===== src/hdl/imu_tcf_pkg.sv =====
// Package for the IMU tilt complementary filter: shared types, constants, CORDIC table.
// No dependencies.
`timescale 1ns / 1ps
package imu_tcf_pkg;

    localparam int AXES        = 3;
    localparam int TABLE_LEN   = 24;
    localparam int ZW          = 32;   // angle accumulator width, 2^-24 degree units
    localparam int CW          = 42;   // CORDIC x/y width
    localparam int ACC_W       = 16;
    localparam int TILT_W      = 24;
    localparam int WEIGHT_W    = 9;
    localparam int STEP_W      = 10;
    localparam int CFG_IDX_W   = 1;
    localparam int CFG_DATA_W  = 10;

    localparam logic [CFG_IDX_W-1:0] CFG_BLEND_WEIGHT = 1'b0;
    localparam logic [CFG_IDX_W-1:0] CFG_STEP_TIME    = 1'b1;

    localparam logic [WEIGHT_W-1:0] WEIGHT_RESET = 9'd128;
    localparam logic [STEP_W-1:0]   STEP_RESET   = 10'd200;

    // Commands from the controller to the datapath
    typedef struct packed {
        logic       load;       // capture input word
        logic [1:0] axis;       // axis being processed
        logic       sqrt_init;
        logic       sqrt_step;
        logic       cor_init;
        logic       cor_step;
        logic       gyro_mul;
        logic       gyro_div;
        logic       blend_mul;
        logic       store;      // write blended angle and result
    } imu_tcf_cmd_t;

    // atan(2^-i) in degrees, units of 2^-24 degree
    function automatic logic [ZW-1:0] atan_lut(input logic [4:0] i);
        case (i)
            5'd0:  atan_lut = 32'd754974720;
            5'd1:  atan_lut = 32'd445687602;
            5'd2:  atan_lut = 32'd235489088;
            5'd3:  atan_lut = 32'd119537938;
            5'd4:  atan_lut = 32'd60000934;
            5'd5:  atan_lut = 32'd30029717;
            5'd6:  atan_lut = 32'd15018523;
            5'd7:  atan_lut = 32'd7509720;
            5'd8:  atan_lut = 32'd3754917;
            5'd9:  atan_lut = 32'd1877466;
            5'd10: atan_lut = 32'd938734;
            5'd11: atan_lut = 32'd469367;
            5'd12: atan_lut = 32'd234684;
            5'd13: atan_lut = 32'd117342;
            5'd14: atan_lut = 32'd58671;
            5'd15: atan_lut = 32'd29335;
            5'd16: atan_lut = 32'd14668;
            5'd17: atan_lut = 32'd7334;
            5'd18: atan_lut = 32'd3667;
            5'd19: atan_lut = 32'd1833;
            5'd20: atan_lut = 32'd917;
            5'd21: atan_lut = 32'd458;
            5'd22: atan_lut = 32'd229;
            5'd23: atan_lut = 32'd115;
            default: atan_lut = '0;
        endcase
    endfunction

endpackage


===== src/hdl/imu_tcf_ctrl.sv =====
// Controller FSM for the tilt filter: sequences sqrt, CORDIC, gyro and blend per axis.
// Depends on imu_tcf_pkg.
`timescale 1ns / 1ps
module imu_tcf_ctrl
    import imu_tcf_pkg::*;
#(
    parameter int CORDIC_STEPS = 16
)
(
    input  logic         clk,
    input  logic         rst_n,
    input  logic         in_valid,
    output logic         in_ready,
    output logic         out_valid,
    input  logic         out_ready,
    output imu_tcf_cmd_t cmd
);

    localparam int NSTEPS = (CORDIC_STEPS < TABLE_LEN) ? CORDIC_STEPS : TABLE_LEN;

    typedef enum logic [8:0] {
        S_IDLE  = 9'b000000001,
        S_SQI   = 9'b000000010,
        S_SQ    = 9'b000000100,
        S_CI    = 9'b000001000,
        S_CS    = 9'b000010000,
        S_GM    = 9'b000100000,
        S_GD    = 9'b001000000,
        S_BM    = 9'b010000000,
        S_ST    = 9'b100000000
    } state_t;

    state_t     state_reg, state_next;
    logic [4:0] cnt_reg, cnt_next;
    logic [1:0] axis_reg, axis_next;
    logic       ovalid_reg, ovalid_next;

    // Input is taken whenever the sequencer is idle; the result word has its own register
    assign in_ready  = (state_reg == S_IDLE);
    assign out_valid = ovalid_reg;

    // Next state
    always_comb
    begin
        state_next  = state_reg;
        cnt_next    = cnt_reg;
        axis_next   = axis_reg;
        ovalid_next = ovalid_reg && !out_ready;
        cmd         = '0;
        cmd.axis    = axis_reg;
        unique case (state_reg)
            S_IDLE:
            begin
                if (in_valid && in_ready)
                begin
                    cmd.load   = 1'b1;
                    axis_next  = 2'd0;
                    state_next = S_SQI;
                end
            end
            S_SQI:
            begin
                cmd.sqrt_init = 1'b1;
                cnt_next      = '0;
                state_next    = S_SQ;
            end
            S_SQ:
            begin
                cmd.sqrt_step = 1'b1;
                cnt_next      = cnt_reg + 5'd1;
                if (cnt_reg == 5'd16)
                    state_next = S_CI;
            end
            S_CI:
            begin
                cmd.cor_init = 1'b1;
                cnt_next     = '0;
                state_next   = S_CS;
            end
            S_CS:
            begin
                cmd.cor_step = 1'b1;
                cnt_next     = cnt_reg + 5'd1;
                if (cnt_reg == 5'(NSTEPS - 1))
                    state_next = S_GM;
            end
            S_GM:
            begin
                cmd.gyro_mul = 1'b1;
                state_next   = S_GD;
            end
            S_GD:
            begin
                cmd.gyro_div = 1'b1;
                state_next   = S_BM;
            end
            S_BM:
            begin
                cmd.blend_mul = 1'b1;
                state_next    = S_ST;
            end
            S_ST:
            begin
                if (axis_reg == 2'd2)
                begin
                    // last axis waits until the result register is free
                    if (!ovalid_reg || out_ready)
                    begin
                        cmd.store   = 1'b1;
                        ovalid_next = 1'b1;
                        state_next  = S_IDLE;
                    end
                end
                else
                begin
                    cmd.store  = 1'b1;
                    axis_next  = axis_reg + 2'd1;
                    state_next = S_SQI;
                end
            end
            default: state_next = S_IDLE;
        endcase
    end

    always_ff @(posedge clk or negedge rst_n)
    begin
        if (!rst_n)
        begin
            state_reg  <= S_IDLE;
            cnt_reg    <= '0;
            axis_reg   <= '0;
            ovalid_reg <= 1'b0;
        end
        else
        begin
            state_reg  <= state_next;
            cnt_reg    <= cnt_next;
            axis_reg   <= axis_next;
            ovalid_reg <= ovalid_next;
        end
    end

`ifndef SYNTHESIS
    // Result word appears only after the last axis is stored
    a_out_after_store: assert property (@(posedge clk) disable iff (!rst_n)
        $rose(ovalid_reg) |-> $past(state_reg == S_ST && axis_reg == 2'd2))
        else $error("result raised without final store");
    // Pending result is never dropped while not taken
    a_out_hold: assert property (@(posedge clk) disable iff (!rst_n)
        ovalid_reg && !out_ready |=> ovalid_reg)
        else $error("result lost");
    // Axis stays in range
    a_axis: assert property (@(posedge clk) disable iff (!rst_n) axis_reg != 2'd3)
        else $error("axis out of range");
`endif

endmodule


===== config.mk =====
export PLATFORM = sky130hd
export DESIGN_NAME = imu_tcf_ctrl
export DESIGN_NICKNAME = d
export VERILOG_FILES = /design/src/hdl/imu_tcf_pkg.sv /design/src/hdl/imu_tcf_ctrl.sv
export SDC_FILE = /design/constraint.sdc
export NUM_CORES = 1
export LEC_CHECK = 0
export BUFFER_PORTS_ARGS = -buffer_cell sky130_fd_sc_hd__buf_2
export CAP_MARGIN = 20
export CORE_ASPECT_RATIO = 0.9
export CORE_UTILIZATION = 38
export CTS_CLUSTER_SIZE = 25
export DETAILED_ROUTE_END_ITERATION = 10
export SYNTH_ARGS = -nofsm -noshare
export SYNTH_HDL_FRONTEND = slang
export SYNTH_SLANG_ARGS = --single-unit

===== constraint.sdc =====
create_clock -name clk -period 2.1 [get_ports clk]
set_clock_uncertainty 0.1 [all_clocks]
set_input_delay 0.105 -clock clk [delete_from_list [all_inputs] [get_ports clk]]
set_output_delay 0.105 -clock clk [all_outputs]
set_load 0.005 [all_outputs]

======== After elaboration in Yosys (flattened, before gate mapping) ========
Cells that the tools add are included.
word-level totals
  register bits after elaboration ......... 17
  input port bits ......................... 4
  output and inout port bits .............. 13
  word-level logic and storage cells ...... 59
cells by class
  add/sub/neg operators ................... 2
  eq/ne operators ......................... 17
  muxes and demuxes ....................... 25
  reductions and logical operators ........ 11
operators with widths
  cell                                            count
  one-hot mux 9 bit (9 select lines)              1
  two-way mux 9 bit                               5
  two-way mux 1 bit                               15
  one-hot mux 5 bit (2 select lines)              1
  == test 9 x 1 -> 1 bit (second input constant)  1
  == test 9 x 2 -> 1 bit (second input constant)  1
  == test 9 x 3 -> 1 bit (second input constant)  1
  == test 9 x 4 -> 1 bit (second input constant)  1
  == test 9 x 5 -> 1 bit (second input constant)  1
  == test 9 x 6 -> 1 bit (second input constant)  1
  == test 9 x 7 -> 1 bit (second input constant)  1
  == test 9 x 8 -> 1 bit (second input constant)  1
  == test 9 bit (second input constant)           1
  inequality test 2 bit (second input constant)   3
  adder 5 x 1 -> 5 bit (second input constant)    1
  == test 5 x 4 -> 1 bit (second input constant)  1
  == test 5 bit (second input constant)           1
  two-way mux 2 bit                               2
  one-hot mux 2 bit (2 select lines)              1
  AND reduction 4 bit                             1
  nonzero test 2 bit                              2
  OR reduction 2 bit                              2
  inequality test 3 bit (second input constant)   1
  AND reduction 3 bit                             1
  other kinds (6)                                 8

======== Depth between registers and ports, before layout ========
  depth after elaboration ................. 5
  mapped depth ............................ 7

======== Worst setup path after synthesis ========
Ideal clock, no wire load.
  kind .................................... reg2reg
  start ................................... reg state_reg[7]
  end ..................................... reg state_reg[0]
  setup time .............................. 0.082 ns
  arrival time ............................ 1.748 ns
  required time ........................... 1.918 ns
  slack ................................... 0.170 ns
  cell stages (with the launch flop) ...... 7
  clock period less this slack ............ 1.930 ns
  cell sequence ........................... dfrtp_1 > buf_6 > or4_4 > nor3_4 > a21oi_2 > a32o_1 > mux2_2
on the way
  word-level cells in the longest chain between the ends .. 4
  elaborated cells between the ends (all ways) .. 16
  those cells by class .................... 13 x eq/ne; 1 x mux; 2 x reduce/logical
ends and longest elaborated chain
  what                                      line                                    source
  start: declaration                        imu_tcf_ctrl.sv:33                      state_t state_reg, state_next;
  start signal: assignment                  imu_tcf_ctrl.sv:136                     state_reg <= state_next;
  == test 9 x 1 -> 1 bit                    imu_tcf_ctrl.sv:39, imu_tcf_ctrl.sv:51
  logical AND 1 bit                         imu_tcf_ctrl.sv:54                      if (in_valid && in_ready)
  inequality test 2 x 1 -> 1 bit (no line)  n/a
  AND reduction 4 bit (no line)             n/a
Several ways; a longest one is shown, not always the timed one.
A chain may end at the register's enable or synchronous reset.

==> results.txt <==
----------------------------------------------------
[Worst setup path]
  Critical path peak fanout ... 5
  Slowest cell on the critical path ... sky130_fd_sc_hd__or4_4
  Worst Path Class, Setup ... flop to output pin
  Req. time, crit path ... roughly 1900 ps
  Critical Path End Type ... output pin
  Critical-path cell list ... or4_4 > nor3_4 > and4b_1 > buf_2
  CP Launch Type ... flop
  Peak per-stage delay on the critical path ... between 500 and 600 ps
  WP data arrival ... 1840 ps

[Route]
  Antenna violation net count after detailed routing ... 0
  DR iter-0 viols ... 26
  Post-DR vias/cell ... 5.55
  Number of search-and-repair iterations in the first detailed-routing pass ... 4
  Avg WL per Cell ... 13.8 um
  Routed WL ... around 2300 um
  DRC violations left ... 0
  Number of vias after detailed routing ... 911

[Timing]
  Total Neg Setup Slack ... 0 ps
  Number of pins exceeding their max-slew limit in the final report ... 0
  Portion of the clock cycle consumed by the worst path in the final layout ... 97.5%
  Setup-failing EPs final ... 0
  Crit path time final ... 2050 ps
  Worst slew margin relative to its limit ... 73.4%
  Max Freq ... 489 MHz
  Final worst hold slack ... between 100 and 150 ps
  Setup ws final ... between 50 and 60 ps
  Unrepaired setup endpoints after global routing ... true
  Hold Fails Final Rpt ... 0
  Transition time at the pin with the least slew margin ... 399 ps

[Clock network]
  Clock tree from TritonCTS ... done
  Clock-pin slew on the worst setup and hold paths ... roughly 110 ps
  CTS root buf ... sky130_fd_sc_hd__clkbuf_4
  Maximum clock path buffer count ... 2
  Clock latency reported for the late side of the worst-skew pair ... 300 ps
  CTS buffer count ... 3
  H-tree levels ... 1
  Clock sinks ... 17

[Placement]
  Cell count after placement ... ~160
  Final HPWL DP ... 1670 um
  Setup slack after placement ... 56.8 ps
  Count of port buffers added during placement ... 16
  Last weighted congestion value of the routability-driven placer ... 0.747

[Finish]
  Number of flip-flops in the largest register ... 9
  Multi-input logic area ... 564 sq um
  Filler instances ... roughly 250
  Commonest cells after routing, fill and taps aside ... sky130_fd_sc_hd__buf_2 (16), sky130_fd_sc_hd__dfrtp_1 (14), sky130_fd_sc_hd__inv_1 (11), sky130_fd_sc_hd__nor2_1 (11), sky130_fd_sc_hd__nand2_1 (7)
  # nets final ... 145
  Non-filler cells, final ... 164
  Area added between synthesis and finish ... 17.7%
  Area occupied by registers ... 429 sq um
  Most common cell after layout, fill and taps aside ... sky130_fd_sc_hd__buf_2
  Ratio of cells with drive above 1 in the final layout ... 29.4%
  Inserted Diodes ... 0

[Global route]
  First-pass GRT wire length ... a little under 4000 um
  Number of antenna violations at the first check in global routing ... 0
  Via count of the first global-routing pass ... 830
  GRT Resource Usage Total ... 17.8%
  Largest net degree at the start of global routing ... 18
  GRT overflow ... 0

[Pwr]
  Total design power ... 0.000523 W
  Leakage power of the design ... ~0.60 nW
  Peak supply drop ... ~0.00031 V
  Total power divided by cell area ... ~420 nW/um^2

[Synthesis]
  Post-synthesis instance total ... 113
  Sequential element share of the synthesized area ... 40.4%
  Post-Syn Nets ... around 120
  Syn. warnings ... 0
  Synthesized area per cell ... ~9.3 sq um
  Post-synth design cell area ... 1060 sq um
  Number of distinct library cells after synthesis ... 40
  Yosys reg bits ... 17

[Flow run]
  Max-Cap Viols ... 0

[Floorplan]
  Die width ... 57.6 um
  Vert. Die Dim ... 52.0 um
  Area enclosed by the die boundary ... 2990 sq um
  Starting density of the core ... 41.7%
  Boundary pin count ... 17
  Core region area ... 2530 sq um
  # rows ... 17

[Min path]
  Class of the tightest hold or removal check ... input pin to flop

[Outcome]
  Run status ... complete, no violations

----------------------------------------------------
-- report_power, final --
part           internal, W             switching (W)
clock network    0.0000710                  0.000113
logic           0.00000467                0.00000753
registers         0.000327  0.0000000000000000000566
total             0.000403                  0.000120
-- layout make-up --
| type | count | area share [%] |
|---|---|---|
| Timing Repair Buffer | 24 | 11.7 |
| Inverter | 11 | 3.32 |
| Clock buffer | 3 | 1.81 |
| Sequential cell | 17 | 34.5 |
| Tap cell | 28 | 2.82 |
| Multi-Input combinational cell | 80 | 45.4 |
| Clock inverter | 1 | 0.403 |
-- cells in the mapped netlist, drive strengths merged --
library cell / instances / share of area, %
inv: 11 / 3.9
nor4: 4 / 3.0
xor2: 3 / 2.5
and2: 1 / 0.59
o21bai: 1 / 0.71
nand3b: 1 / 0.71
o221ai: 1 / 0.83
nand4b: 1 / 0.83
nor2b: 3 / 1.8
nor2: 11 / 3.9
clkbuf: 1 / 0.36
a21oi: 3 / 1.8
o21ai: 6 / 2.8
nand2b: 1 / 0.59
dfrtp: 16 / 38
nor3: 6 / 4.9
dfstp: 1 / 2.5
buf: 4 / 2.5
and4b: 1 / 0.95
a22o: 1 / 0.83
a311oi: 1 / 0.83
a21o: 3 / 2.1
ha: 4 / 4.7
mux2: 3 / 3.2
nand2: 7 / 2.5
a32o: 1 / 0.95
and3: 3 / 1.8
and4: 2 / 1.7
or4: 2 / 1.8
nor3b: 3 / 2.1
nand4: 2 / 1.2
nand3: 3 / 1.4
o211ai: 2 / 1.9
-- routing by layer --
| layer | vias up | track usage (%) | wire, um |
|---|---|---|---|
| li1 | 449 | - | - |
| met1 | 436 | 25.3 | 1140 |
| met2 | 22 | 25.8 | 978 |
| met3 | 4 | 5.72 | 122 |
| met4 | 0 | 4.88 | 22 |
| met5 | - | 0 | 0 |
-- path summary, 6_finish.rpt --
path	slack, ps	cells past startpoint	start	end
worst max-delay path	50	4	state_reg[5]$_DFFE_PN0P_	cmd[5]
worst min-delay path	120	4	in_valid	state_reg[1]$_DFFE_PN0P_
worst max register to register	90	5	state_reg[5]$_DFFE_PN0P_	state_reg[0]$_DFFE_PN1P_
worst min register to register	420	1	axis_reg[1]$_DFFE_PN0P_	axis_reg[1]$_DFFE_PN0P_
max in group asynchronous	1430	2	rst_n	state_reg[0]$_DFFE_PN1P_
min in group asynchronous	150	2	rst_n	state_reg[6]$_DFFE_PN0P_
-- cell families after synthesis --
| logic type | count (synthesis) | share of synthesized area, % |
|---|---|---|
| adders and majority gates | 4 | 4.74 |
| and+or+nand+nor | 51 | 29.6 |
| DFF | 17 | 40.4 |
| muxes | 3 | 3.20 |
| AOI/OAI and AO/OA | 19 | 12.8 |
| xor gates and xnor gates | 3 | 2.49 |
| buffers and inverters | 16 | 6.75 |
-- metrics by stage --
stage,area [sq um],util (%)
after floorplan,1060,-
after global placement,1170,46.3
after detailed placement,1170,46.3
after CTS,1220,48.1
after global routing,1240,49.1
final,1240,49.1
-- critical path, delay by kind of cell (launching register included) --
family	cells	cell delay (ps)
buf+inv	1	110
flops	1	460
simple gates	3	970
-- what timing repair did --
action | 4_1_cts | 5_1_grt
hold buffers | 2 | 0
buffers inserted | 0 | 2
setup endpoints to repair | 0 | 3
hold endpoints to repair | 18 | 0
resized for setup | 0 | 4
No activity file was read; power rests on OpenSTA's default activity.
